## src/asc_pkg.sv

```systemverilog
// Shared types, constants and field positions for the alarm snooze controller.
package asc_pkg;

    // Number of alarms and the width of an alarm number.
    localparam int NUM_ALARMS = 3;
    localparam int IDX_W      = 2;

    // Milliseconds in one minute, used for snooze and ring lengths.
    localparam logic [31:0] MS_PER_MINUTE = 32'd60000;

    // Packed settings word of one alarm.
    localparam int SET_W        = 26;
    localparam int SET_ENABLED  = 0;
    localparam int SET_DAILY    = 1;
    localparam int SET_LIMIT_LO = 2;
    localparam int SET_SNOOZE_LO = 10;
    localparam int SET_LENGTH_LO = 18;

    // Commands carried by an input word.
    typedef enum logic [1:0] {
        CMD_TICK    = 2'd0,
        CMD_SNOOZE  = 2'd1,
        CMD_BACK    = 2'd2,
        CMD_CHANGED = 2'd3
    } cmd_t;

    // Event codes reported with each result word.
    typedef enum logic [3:0] {
        EV_NONE       = 4'd0,
        EV_STARTED    = 4'd1,
        EV_RESTARTED  = 4'd2,
        EV_SNOOZED    = 4'd3,
        EV_REFUSED    = 4'd4,
        EV_COUNTDOWN  = 4'd5,
        EV_DISMISSED  = 4'd6,
        EV_EXPIRED    = 4'd7,
        EV_UNCONSUMED = 4'd8
    } event_t;

    typedef logic [NUM_ALARMS-1:0][SET_W-1:0] settings_t;

    // One input word.
    typedef struct packed {
        cmd_t                  cmd;
        logic [31:0]           now_ms;
        logic [NUM_ALARMS-1:0] due_mask;
        logic [IDX_W-1:0]      alarm_index;
    } item_t;

    // One result word.
    typedef struct packed {
        logic                  ringing;
        logic [IDX_W-1:0]      ring_index;
        logic [7:0]            snoozes_used;
        event_t                event_res;
        logic [NUM_ALARMS-1:0] disarmed_mask;
    } result_t;

    // Controller state carried from one word to the next.
    typedef struct packed {
        logic                         is_ringing;
        logic [IDX_W-1:0]             ringing_alarm;
        logic [31:0]                  ring_start_ms;
        logic [NUM_ALARMS-1:0][7:0]   snooze_count;
        logic [NUM_ALARMS-1:0][31:0]  snooze_due_ms;
        logic [NUM_ALARMS-1:0]        snooze_active;
        logic [NUM_ALARMS-1:0]        pending_set;
        logic [NUM_ALARMS-1:0]        oneshot_off;
    } state_t;

endpackage

```

## src/asc_req_if.sv

```systemverilog
// Input channel carrying one command word per handshake.
interface asc_req_if import asc_pkg::*; ();
    logic                  valid;
    logic                  ready;
    logic [1:0]            cmd;
    logic [31:0]           now_ms;
    logic [NUM_ALARMS-1:0] due_mask;
    logic [IDX_W-1:0]      alarm_index;

    modport source (output valid, cmd, now_ms, due_mask, alarm_index, input ready);
    modport sink   (input valid, cmd, now_ms, due_mask, alarm_index, output ready);
endinterface

```

## src/asc_rsp_if.sv

```systemverilog
// Output channel carrying one result word per handshake.
interface asc_rsp_if import asc_pkg::*; ();
    logic                  valid;
    logic                  ready;
    logic                  ringing;
    logic [IDX_W-1:0]      ring_index;
    logic [7:0]            snoozes_used;
    logic [3:0]            event_res;
    logic [NUM_ALARMS-1:0] disarmed_mask;

    modport source (output valid, ringing, ring_index, snoozes_used, event_res,
                    disarmed_mask, input ready);
    modport sink   (input valid, ringing, ring_index, snoozes_used, event_res,
                    disarmed_mask, output ready);
endinterface

```

## src/asc_cfg_if.sv

```systemverilog
// Configuration write channel carrying a register index and write data.
interface asc_cfg_if import asc_pkg::*; ();
    logic             valid;
    logic             ready;
    logic [IDX_W-1:0] index;
    logic [SET_W-1:0] data;

    modport source (output valid, index, data, input ready);
    modport sink   (input valid, index, data, output ready);
endinterface

```

## src/asc_step.sv

```systemverilog
// Next-state and result logic for one command word.
module asc_step import asc_pkg::*;
(
    input  item_t     item,
    input  state_t    state,
    input  settings_t settings,
    output state_t    state_next,
    output result_t   result
);

    logic        found;
    logic        enabled;
    logic [31:0] elapsed;
    logic [31:0] len_ms;
    logic [31:0] snooze_ms;
    logic [7:0]  len_min;
    logic [IDX_W-1:0] r;
    logic [31:0] due_diff [NUM_ALARMS];
    event_t      ev;
    state_t      st;

    // Ring length and snooze length of the ringing alarm, in milliseconds.
    assign r         = state.ringing_alarm;
    assign len_min   = settings[r][SET_LENGTH_LO +: 8];
    assign len_ms    = 32'(32'(len_min) * MS_PER_MINUTE);
    assign snooze_ms = 32'(32'(settings[r][SET_SNOOZE_LO +: 8]) * MS_PER_MINUTE);
    assign elapsed   = item.now_ms - state.ring_start_ms;

    // Time past each alarm's snooze due time, wrapping at 32 bits.
    always_comb
    begin
        for (int i = 0; i < NUM_ALARMS; i++)
        begin
            due_diff[i] = item.now_ms - state.snooze_due_ms[i];
        end
    end

    // Command decode and state update.
    always_comb
    begin
        st      = state;
        ev      = EV_NONE;
        found   = 1'b0;
        enabled = 1'b0;
        case (item.cmd)
            CMD_TICK:
            begin
                st.pending_set = state.pending_set | item.due_mask;
                if (!state.is_ringing)
                begin
                    // Lowest-numbered enabled alarm that is due wins.
                    for (int i = 0; i < NUM_ALARMS; i++)
                    begin
                        if (!found)
                        begin
                            enabled = settings[i][SET_ENABLED] && !state.oneshot_off[i];
                            if (!enabled)
                            begin
                                st.snooze_active[i] = 1'b0;
                                st.pending_set[i]   = 1'b0;
                            end
                            else if (state.snooze_active[i] && !due_diff[i][31])
                            begin
                                st.snooze_active[i] = 1'b0;
                                st.is_ringing       = 1'b1;
                                st.ringing_alarm    = IDX_W'(i);
                                st.ring_start_ms    = item.now_ms;
                                ev                  = EV_RESTARTED;
                                found               = 1'b1;
                            end
                            else if (st.pending_set[i])
                            begin
                                st.pending_set[i]   = 1'b0;
                                st.snooze_count[i]  = 8'd0;
                                st.snooze_active[i] = 1'b0;
                                st.is_ringing       = 1'b1;
                                st.ringing_alarm    = IDX_W'(i);
                                st.ring_start_ms    = item.now_ms;
                                ev                  = EV_STARTED;
                                found               = 1'b1;
                            end
                        end
                    end
                end
                else if (len_min != 8'd0 && elapsed >= len_ms)
                begin
                    // Ring length has run out: end it like a dismissal.
                    st.snooze_active[r] = 1'b0;
                    if (!settings[r][SET_DAILY] && settings[r][SET_ENABLED] &&
                        !state.oneshot_off[r])
                    begin
                        st.oneshot_off[r] = 1'b1;
                    end
                    st.is_ringing = 1'b0;
                    ev            = EV_EXPIRED;
                end
            end
            CMD_SNOOZE:
            begin
                if (state.is_ringing)
                begin
                    if (state.snooze_count[r] >= settings[r][SET_LIMIT_LO +: 8])
                    begin
                        ev = EV_REFUSED;
                    end
                    else
                    begin
                        st.snooze_count[r]  = state.snooze_count[r] + 8'd1;
                        st.snooze_due_ms[r] = item.now_ms + snooze_ms;
                        st.snooze_active[r] = 1'b1;
                        st.is_ringing       = 1'b0;
                        ev                  = EV_SNOOZED;
                    end
                end
                else
                begin
                    ev = EV_COUNTDOWN;
                end
            end
            CMD_BACK:
            begin
                if (state.is_ringing)
                begin
                    st.snooze_active[r] = 1'b0;
                    if (!settings[r][SET_DAILY] && settings[r][SET_ENABLED] &&
                        !state.oneshot_off[r])
                    begin
                        st.oneshot_off[r] = 1'b1;
                    end
                    st.is_ringing = 1'b0;
                    ev            = EV_DISMISSED;
                end
                else
                begin
                    ev = EV_UNCONSUMED;
                end
            end
            CMD_CHANGED:
            begin
                // Edited alarm loses its snooze, pending bit and disarm bit.
                if (item.alarm_index < IDX_W'(NUM_ALARMS))
                begin
                    st.snooze_active[item.alarm_index] = 1'b0;
                    st.pending_set[item.alarm_index]   = 1'b0;
                    st.oneshot_off[item.alarm_index]   = 1'b0;
                end
            end
            default:
            begin
                st = state;
            end
        endcase
    end

    assign state_next           = st;
    assign result.ringing       = st.is_ringing;
    assign result.ring_index    = st.ringing_alarm;
    assign result.snoozes_used  = st.snooze_count[st.ringing_alarm];
    assign result.event_res     = ev;
    assign result.disarmed_mask = st.oneshot_off;

endmodule

```

## src/alarm_snooze_controller.sv

```systemverilog
// Top level of the alarm snooze controller: registers, handshakes and settings.
//
// Each command word yields exactly one result word. A word accepted on req is
// held in an input register, evaluated combinationally against the controller
// state, and its result is loaded into an output register once that register
// is free or being emptied. A new word can be taken every cycle unless rsp
// stalls, and req stays ready while a finished result waits on rsp as long as
// the input register can move forward. Settings are written on cfg at any time,
// one register per word, index 0 to 2 for alarms 0 to 2; other indexes are
// dropped. They should only change while no command word is in flight.
module alarm_snooze_controller import asc_pkg::*;
(
    input  logic       clk,
    input  logic       rst_n,
    asc_req_if.sink    req,
    asc_rsp_if.source  rsp,
    asc_cfg_if.sink    cfg
);

    logic      in_valid_reg;
    item_t     in_reg;
    logic      out_valid_reg;
    result_t   out_reg;
    state_t    state_reg;
    state_t    state_next;
    result_t   result_next;
    settings_t settings_reg;
    logic      advance;

    // The held word moves on when the output register is free or being emptied.
    assign advance   = in_valid_reg && (!out_valid_reg || rsp.ready);
    assign req.ready = !in_valid_reg || advance;
    assign cfg.ready = 1'b1;

    // Input register.
    always_ff @(posedge clk or negedge rst_n)
    begin
        if (!rst_n)
        begin
            in_valid_reg <= 1'b0;
        end
        else if (req.ready)
        begin
            in_valid_reg <= req.valid;
        end
    end

    always_ff @(posedge clk)
    begin
        if (req.valid && req.ready)
        begin
            in_reg.cmd         <= cmd_t'(req.cmd);
            in_reg.now_ms      <= req.now_ms;
            in_reg.due_mask    <= req.due_mask;
            in_reg.alarm_index <= req.alarm_index;
        end
    end

    // Settings registers.
    always_ff @(posedge clk or negedge rst_n)
    begin
        if (!rst_n)
        begin
            settings_reg <= '0;
        end
        else if (cfg.valid && cfg.index < IDX_W'(NUM_ALARMS))
        begin
            settings_reg[cfg.index] <= cfg.data;
        end
    end

    asc_step u_step
    (
        .item       (in_reg),
        .state      (state_reg),
        .settings   (settings_reg),
        .state_next (state_next),
        .result     (result_next)
    );

    // Controller state and output register.
    always_ff @(posedge clk or negedge rst_n)
    begin
        if (!rst_n)
        begin
            state_reg     <= '0;
            out_valid_reg <= 1'b0;
        end
        else if (advance)
        begin
            state_reg     <= state_next;
            out_valid_reg <= 1'b1;
        end
        else if (rsp.ready)
        begin
            out_valid_reg <= 1'b0;
        end
    end

    always_ff @(posedge clk)
    begin
        if (advance)
        begin
            out_reg <= result_next;
        end
    end

    assign rsp.valid         = out_valid_reg;
    assign rsp.ringing       = out_reg.ringing;
    assign rsp.ring_index    = out_reg.ring_index;
    assign rsp.snoozes_used  = out_reg.snoozes_used;
    assign rsp.event_res     = out_reg.event_res;
    assign rsp.disarmed_mask = out_reg.disarmed_mask;

endmodule
```

## src/flat_wrapper.sv

```systemverilog
// flat-port wrapper written by rule: the top's interface ports become plain ports
module alarm_snooze_controller_flat import asc_pkg::*;
  (clk, rst_n, req_valid, req_cmd, req_now_ms, req_due_mask, req_alarm_index, req_ready, rsp_valid, rsp_ringing, rsp_ring_index, rsp_snoozes_used, rsp_event_res, rsp_disarmed_mask, rsp_ready, cfg_valid, cfg_index, cfg_data, cfg_ready);
  asc_req_if req_i ();
  asc_rsp_if rsp_i ();
  asc_cfg_if cfg_i ();
  input  logic clk;
  input  logic rst_n;
  input wire logic [$bits(req_i.valid)-1:0] req_valid;
  input wire logic [$bits(req_i.cmd)-1:0] req_cmd;
  input wire logic [$bits(req_i.now_ms)-1:0] req_now_ms;
  input wire logic [$bits(req_i.due_mask)-1:0] req_due_mask;
  input wire logic [$bits(req_i.alarm_index)-1:0] req_alarm_index;
  output wire logic [$bits(req_i.ready)-1:0] req_ready;
  output wire logic [$bits(rsp_i.valid)-1:0] rsp_valid;
  output wire logic [$bits(rsp_i.ringing)-1:0] rsp_ringing;
  output wire logic [$bits(rsp_i.ring_index)-1:0] rsp_ring_index;
  output wire logic [$bits(rsp_i.snoozes_used)-1:0] rsp_snoozes_used;
  output wire logic [$bits(rsp_i.event_res)-1:0] rsp_event_res;
  output wire logic [$bits(rsp_i.disarmed_mask)-1:0] rsp_disarmed_mask;
  input wire logic [$bits(rsp_i.ready)-1:0] rsp_ready;
  input wire logic [$bits(cfg_i.valid)-1:0] cfg_valid;
  input wire logic [$bits(cfg_i.index)-1:0] cfg_index;
  input wire logic [$bits(cfg_i.data)-1:0] cfg_data;
  output wire logic [$bits(cfg_i.ready)-1:0] cfg_ready;
  assign req_i.valid = req_valid;
  assign req_i.cmd = req_cmd;
  assign req_i.now_ms = req_now_ms;
  assign req_i.due_mask = req_due_mask;
  assign req_i.alarm_index = req_alarm_index;
  assign req_ready = req_i.ready;
  assign rsp_valid = rsp_i.valid;
  assign rsp_ringing = rsp_i.ringing;
  assign rsp_ring_index = rsp_i.ring_index;
  assign rsp_snoozes_used = rsp_i.snoozes_used;
  assign rsp_event_res = rsp_i.event_res;
  assign rsp_disarmed_mask = rsp_i.disarmed_mask;
  assign rsp_i.ready = rsp_ready;
  assign cfg_i.valid = cfg_valid;
  assign cfg_i.index = cfg_index;
  assign cfg_i.data = cfg_data;
  assign cfg_ready = cfg_i.ready;
  alarm_snooze_controller u_core (.clk(clk), .rst_n(rst_n), .req(req_i), .rsp(rsp_i), .cfg(cfg_i));
endmodule
```

## config.mk

```make
export PLATFORM = sky130hd
export DESIGN_NAME = alarm_snooze_controller_flat
export DESIGN_NICKNAME = d
export VERILOG_FILES = /design/src/asc_pkg.sv /design/src/asc_req_if.sv /design/src/asc_rsp_if.sv /design/src/asc_cfg_if.sv /design/src/asc_step.sv /design/src/alarm_snooze_controller.sv /design/src/flat_wrapper.sv
export SDC_FILE = /design/constraint.sdc
export NUM_CORES = 1
export LEC_CHECK = 0
export ABC_AREA = 1
export BUFFER_PORTS_ARGS = -buffer_cell sky130_fd_sc_hd__buf_2
export CORE_MARGIN = 2
export CORE_UTILIZATION = 50
export DETAILED_ROUTE_END_ITERATION = 16
export PLACE_DENSITY_LB_ADDON = 0.2
export SLEW_MARGIN = 20
export SYNTH_ARGS = -nofsm -noshare
export SYNTH_HDL_FRONTEND = slang
export SYNTH_SLANG_ARGS = --single-unit
```

## constraint.sdc

```tcl
create_clock -name clk -period 7.46 [get_ports clk]
set_input_delay 1.119 -clock clk [delete_from_list [all_inputs] [get_ports clk]]
set_output_delay 1.119 -clock clk [all_outputs]
set_load 0.05 [all_outputs]
```

==> results of run 1 <==
## cell usage in the layout, fill, tap and decap left out, types with 19 or more instances in the layout
cell type	instances
o21ai_1	25
clkbuf_16	36
nand4_1	28
dfrtp_1	243
inv_2	19
nor2_1	182
edfxtp_1	57
xnor2_1	28
nand2_1	675
a21oi_1	206
fa_1	46
ha_1	272
nand3_1	103
o21ai_0	265
inv_1	432
xor2_1	53
buf_2	90
## kinds of logic after synthesis
group,Yosys count
compound gates,590
xor+xnor,81
fa+ha+maj,318
buf+inv,522
flops,301
other cells,1
simple gates,1055
## stage by stage
step	instances	worst slack [ps]	instance area [µm²]	hold WS [ps]
after floorplan	2868	1050	22500	442
after global placement	3497	598	23500	456
after detailed placement	3497	388	23500	468
after CTS	3562	337	24600	484
after global routing	3563	9.71	24600	504
final	3563	545	24600	475
## what timing repair did
item                                    4_1_cts  5_1_grt
resized for setup                             0        8
endpoints found under the setup margin        0       41
buffers inserted                              0        1
## metal layers
metal / global-route usage / vias to the layer above / routed length [µm]
li1: - / 9529 / -
met5: 0 / - / 26
met2: 0.437 / 568 / 28000
met1: 0.363 / 9120 / 27900
met3: 0.0366 / 133 / 3400
met4: 0.103 / 4 / 2200
## cell type report
cell class              instances  area, µm²
clock buffers                  46        948
clock inverters                19        156
fillers                      4200      19700
inverters                     452       1700
multi-input cells            2045      12700
flip-flops and latches        301       7820
well taps                     592        741
repair buffers                108        593
## worst max-delay path, delay by kind of cell, from the launching register on
kind                     cells  cell delay (ps)
AND/OR/NAND/NOR             16             1680
AO/OA/AOI/OAI                8             1080
buffers and inverters        6              670
XOR/XNOR                     2              580
flip-flops                   1              530
adder cells (fa/ha/maj)      6             2260
## final timing paths
check / endpoint / slack (ps)
max: u_core.state_reg[68] / 550
min: u_core.state_reg[80] / 480
max reg2reg: u_core.state_reg[68] / 550
min reg2reg: u_core.state_reg[159] / 480
max in group asynchronous: u_core.state_reg[161] / 5620
min in group clk: u_core.state_reg[159] / 480
==> metrics.cfg, run 1 <==
[run_status]
status=completed

[logic_synthesis]
synth_ff_type=dfrtp_1
netlist.top_cell.by_area=dfrtp_1
synth_top_cell_area_share=0.272
synthDistinctLibCells=58
synth_nets=3258
synth-edff-count=57
synth_adder_area_share=0.193
synth_compound_area_frac=0.143
yosysMostFrequentCell=nand2_1
syn_area_um2=22500
syn_area_per_cell_um2=7.83
synthTopCellsByCount=nand2_1, inv_1, ha_1
ys_warn_count=0
ys_seq_area_frac=0.348
synth.ff_latch_count=301
synth_top_family_by_area=simple AND/OR/NAND/NOR gates
synth_area_leaders=dfrtp_1, ha_1, nand2_1
yosys.area_share.simple=0.194
synthMuxAreaShare=0
synthCells=2868
synth_xor_area_frac=0.0316
async_flop_share=0.811

[routing]
routedWlPerCell_um=17.3
routed_wl_um=61600
drt_iter0_drc=1363
drtPass1Iterations=7
viasPerCell=5.43
post-route-drc-count=0
antenna_left=0
routed-via-count=19400

[placed_design]
gp_congestion=0.985
port_buffers=91
dp_hpwl_um=47400

[global_route]
grt_pass1_vias=19200
grt.total_usage=0.268
antenna_found_initial=2
grt_max_degree=71
grt_pass1_wl_um=100000
overflow=0

[clocking]
numCtsBuffers=36
clkTransAtPathRegs_ps=70
clockBufferDepth=3
cts-hold-fix-buffers=0
cts_tree=built
h-tree-depth=2
cts.sinks=301
clock_latency_ps=560
clockRootBuffer=clkbuf_16

[critical_path]
crit_start=u_core.state_reg[161]
critPathArrivalTime_ps=7370
critPathMaxFanout=11
required_ps=7920
endpoint_kind=flip-flop
startpoint_type=flip-flop
crit_top_cell=nand2_1
crit_slowest_cell=dfrtp_2
slowest_delay_ps=530
reg2reg_depth=38
r2r_start=u_core.state_reg[161]
critPathKind=flip-flop to flip-flop

[die]
ios=93
dieHeight_um=216
die_w_um=216
core_um2=44300
die_area_um2=46600
rows=77
initial_core_util=0.507

[sta]
fin_tns_setup_ps=0
fin_crit_ps=6910
fin_skew_ps=22.0
hold_viol=0
drv_slew=0
tightest_slew_ps=972
slew_headroom=0.352
rsz0062_at_grt=no
period_share=0.927
fmax_mhz=145
setup_violations=0

[worst_hold_path]
hold_class=input port to asynchronous set/reset pin

[final_layout]
finalNetCount=3334
area_growth_pct=9.61
largest_reg_flops=164
final_util=0.555
diodes=0
drive_above_1_share=0.0710

[run]
cap_viol_max_count=0

Power of run 1 is not shown: default switching activity piles up to over one toggle a cycle in this logic, so the estimate is an artifact.
==> inputs of run 2 (changes only) <==
--- a/config.mk
+++ b/config.mk
@@ -8,7 +8,7 @@
 export ABC_AREA = 1
 export BUFFER_PORTS_ARGS = -buffer_cell sky130_fd_sc_hd__buf_2
 export CORE_MARGIN = 2
-export CORE_UTILIZATION = 50
+export CORE_UTILIZATION = 64
 export DETAILED_ROUTE_END_ITERATION = 16
 export PLACE_DENSITY_LB_ADDON = 0.2
 export SLEW_MARGIN = 20
==> run 2 against run 1 <==
Net effect: core utilization up 15 points; non-clock buffer count is 3 higher; clock skew fell by 2.4 ps; first-iteration DRC count increased by 23%; via count rose by 1.4%; sequential cell count stayed put; critical path type unchanged; worst setup slack improved by 25 ps; clock-buffer cell count rose by 3; critical path depth decreased by 6.
==> metrics.cfg, run 2 (synthesized netlist as in run 1, its figures left out) <==
[routing]
antenna_left=0  ; unchanged
post-route-drc-count=0  ; unchanged
viasPerCell=5.73  ; was 5.43
drt_iter0_drc=1679  ; was 1363
drtPass1Iterations=6  ; was 7
routed_wl_um=60200  ; was 61600 µm
routed-via-count=19600  ; was 19400
routedWlPerCell_um=17.6  ; was 17.3 µm

[critical_path]
critPathArrivalTime_ps=7170  ; was 7370 ps
startpoint_type=flip-flop  ; unchanged
crit_start=u_core.state_reg[162]  ; was u_core.state_reg[161]
critPathMaxFanout=17  ; was 11
crit_slowest_cell=fa_1  ; was dfrtp_2
slowest_delay_ps=470  ; was 530 ps
cp.buffers_inverters=3  ; was 6
required_ps=7740  ; was 7920 ps
critPathTopFamily=simple AND/OR/NAND/NOR gates  ; was adder cells
r2r_start=u_core.state_reg[162]  ; was u_core.state_reg[161]
rrSetupSlack_ps=570  ; was 550 ps
endpoint_kind=flip-flop  ; unchanged
crit_top_cell=nand2_1  ; unchanged
critPathKind=flip-flop to flip-flop  ; unchanged

[final_layout]
fin_area_um2=24500  ; was 24600 µm²
fillers=2800  ; was 4200
drive_above_1_share=0.0710  ; unchanged
finalNetCount=3336  ; was 3334
layout_commonest_cell=nand2_1  ; unchanged
largest_reg_flops=164  ; unchanged
area_growth_pct=8.95  ; was 9.61%
mostFrequentLayoutCells=nand2_1, inv_1, ha_1, o21ai_0, dfrtp_1  ; unchanged
multi_input_area_um2=12700  ; about the same
final_util=0.708  ; was 0.555
regArea_um2=7820  ; unchanged

[die]
core_um2=34500  ; was 44300 µm²
dieHeight_um=191  ; was 216 µm
die_area_um2=36600  ; was 46600 µm²
initial_core_util=0.650  ; was 0.507
die_w_um=191  ; was 216 µm
rows=68  ; was 77
ios=93  ; unchanged

[clocking]
numCtsBuffers=34  ; was 36
clkTransAtPathRegs_ps=60  ; was 70 ps
h-tree-depth=2  ; unchanged
clock_latency_ps=550  ; was 560 ps
clockRootBuffer=clkbuf_16  ; unchanged
cts-hold-fix-buffers=0  ; unchanged
cts_tree=built  ; unchanged
clockBufferDepth=3  ; unchanged
cts.sinks=301  ; unchanged

[sta]
fin_tns_setup_ps=0  ; unchanged
slew_headroom=0.350  ; was 0.352
tightest_slew_ps=971  ; was 972 ps
period_share=0.923  ; was 0.927
hold_viol=0  ; unchanged
fin_skew_ps=19.6  ; was 22.0 ps
drv_slew=0  ; unchanged
fin_crit_ps=6890  ; was 6910 ps
rsz0062_at_grt=no  ; unchanged
setup_violations=0  ; unchanged
fmax_mhz=145  ; about the same

[placed_design]
dp_hpwl_um=45800  ; was 47400 µm
post_dp_cell_area_um2=23300  ; was 23500 µm²
port_buffers=91  ; unchanged
gp_congestion=0.952  ; was 0.985

[global_route]
overflow=0  ; unchanged
grt_pass1_wl_um=97100  ; was 100000 µm
grt_pass1_vias=19300  ; was 19200
grt_max_degree=138  ; was 71
antenna_found_initial=1  ; was 2
grt.total_usage=0.337  ; was 0.268

[run_status]
status=completed  ; unchanged

[run]
cap_viol_max_count=0  ; unchanged

[worst_hold_path]
hold_class=flip-flop to flip-flop  ; was input port to asynchronous set/reset pin
hold_path_startpoint=u_core.settings_reg[5]

==> run 2: metal layers <==
layer	GRT usage	part of all wire	up-vias
li1	-	-	9509
met1	0.447	0.43	9262
met2	0.565	0.47	706
met3	0.0413	0.061	150
met4	0.128	0.036	0
met5	0	0	-
==> run 2: repair_timing <==
action / CTS / global route
buffers inserted: 0 / 2
resized for setup: 0 / 5
setup endpoints to repair: 0 / 40
==> run 2: layout make-up <==
class	instances	share of cell area
multi-input combinational	2046	0.517
sequential	301	0.320
inverter	452	0.0694
clock buffer	49	0.0392
timing repair buffer	111	0.0262
tap	455	0.0233
clock inverter	12	0.00481
antenna	1	0.000102
==> run 2: final timing paths <==
kind                                           endpoint  cells past startpoint
max in group asynchronous         u_core.state_reg[161]                      2
worst min-delay path             u_core.settings_reg[5]                      2
min in group asynchronous          u_core.state_reg[17]                      1
worst max register to register  u_core.rsp.event_res[0]                     32
worst max-delay path            u_core.rsp.event_res[0]                     32
worst min register to register   u_core.settings_reg[5]                      2
==> run 2: worst register-to-register path: cells and delay by family, from the launching register on <==
| family | cells | cell delay (ps) |
|---|---|---|
| flip-flops | 1 | 430 |
| adder cells (fa/ha/maj) | 6 | 1890 |
| buffers and inverters | 3 | 610 |
| XOR/XNOR | 1 | 210 |
| AO/OA/AOI/OAI | 7 | 1420 |
| AND/OR/NAND/NOR | 15 | 2060 |
==> run 2: through the flow <==
stage	hold slack (ps)	setup slack, ps	instances
finish	486	571	3427
global route	499	13.6	3426
CTS	479	364	3422
detailed placement	464	379	3361
global placement	458	679	3361
floorplan	442	1050	2868
Power of run 2 is left out for the same reason.
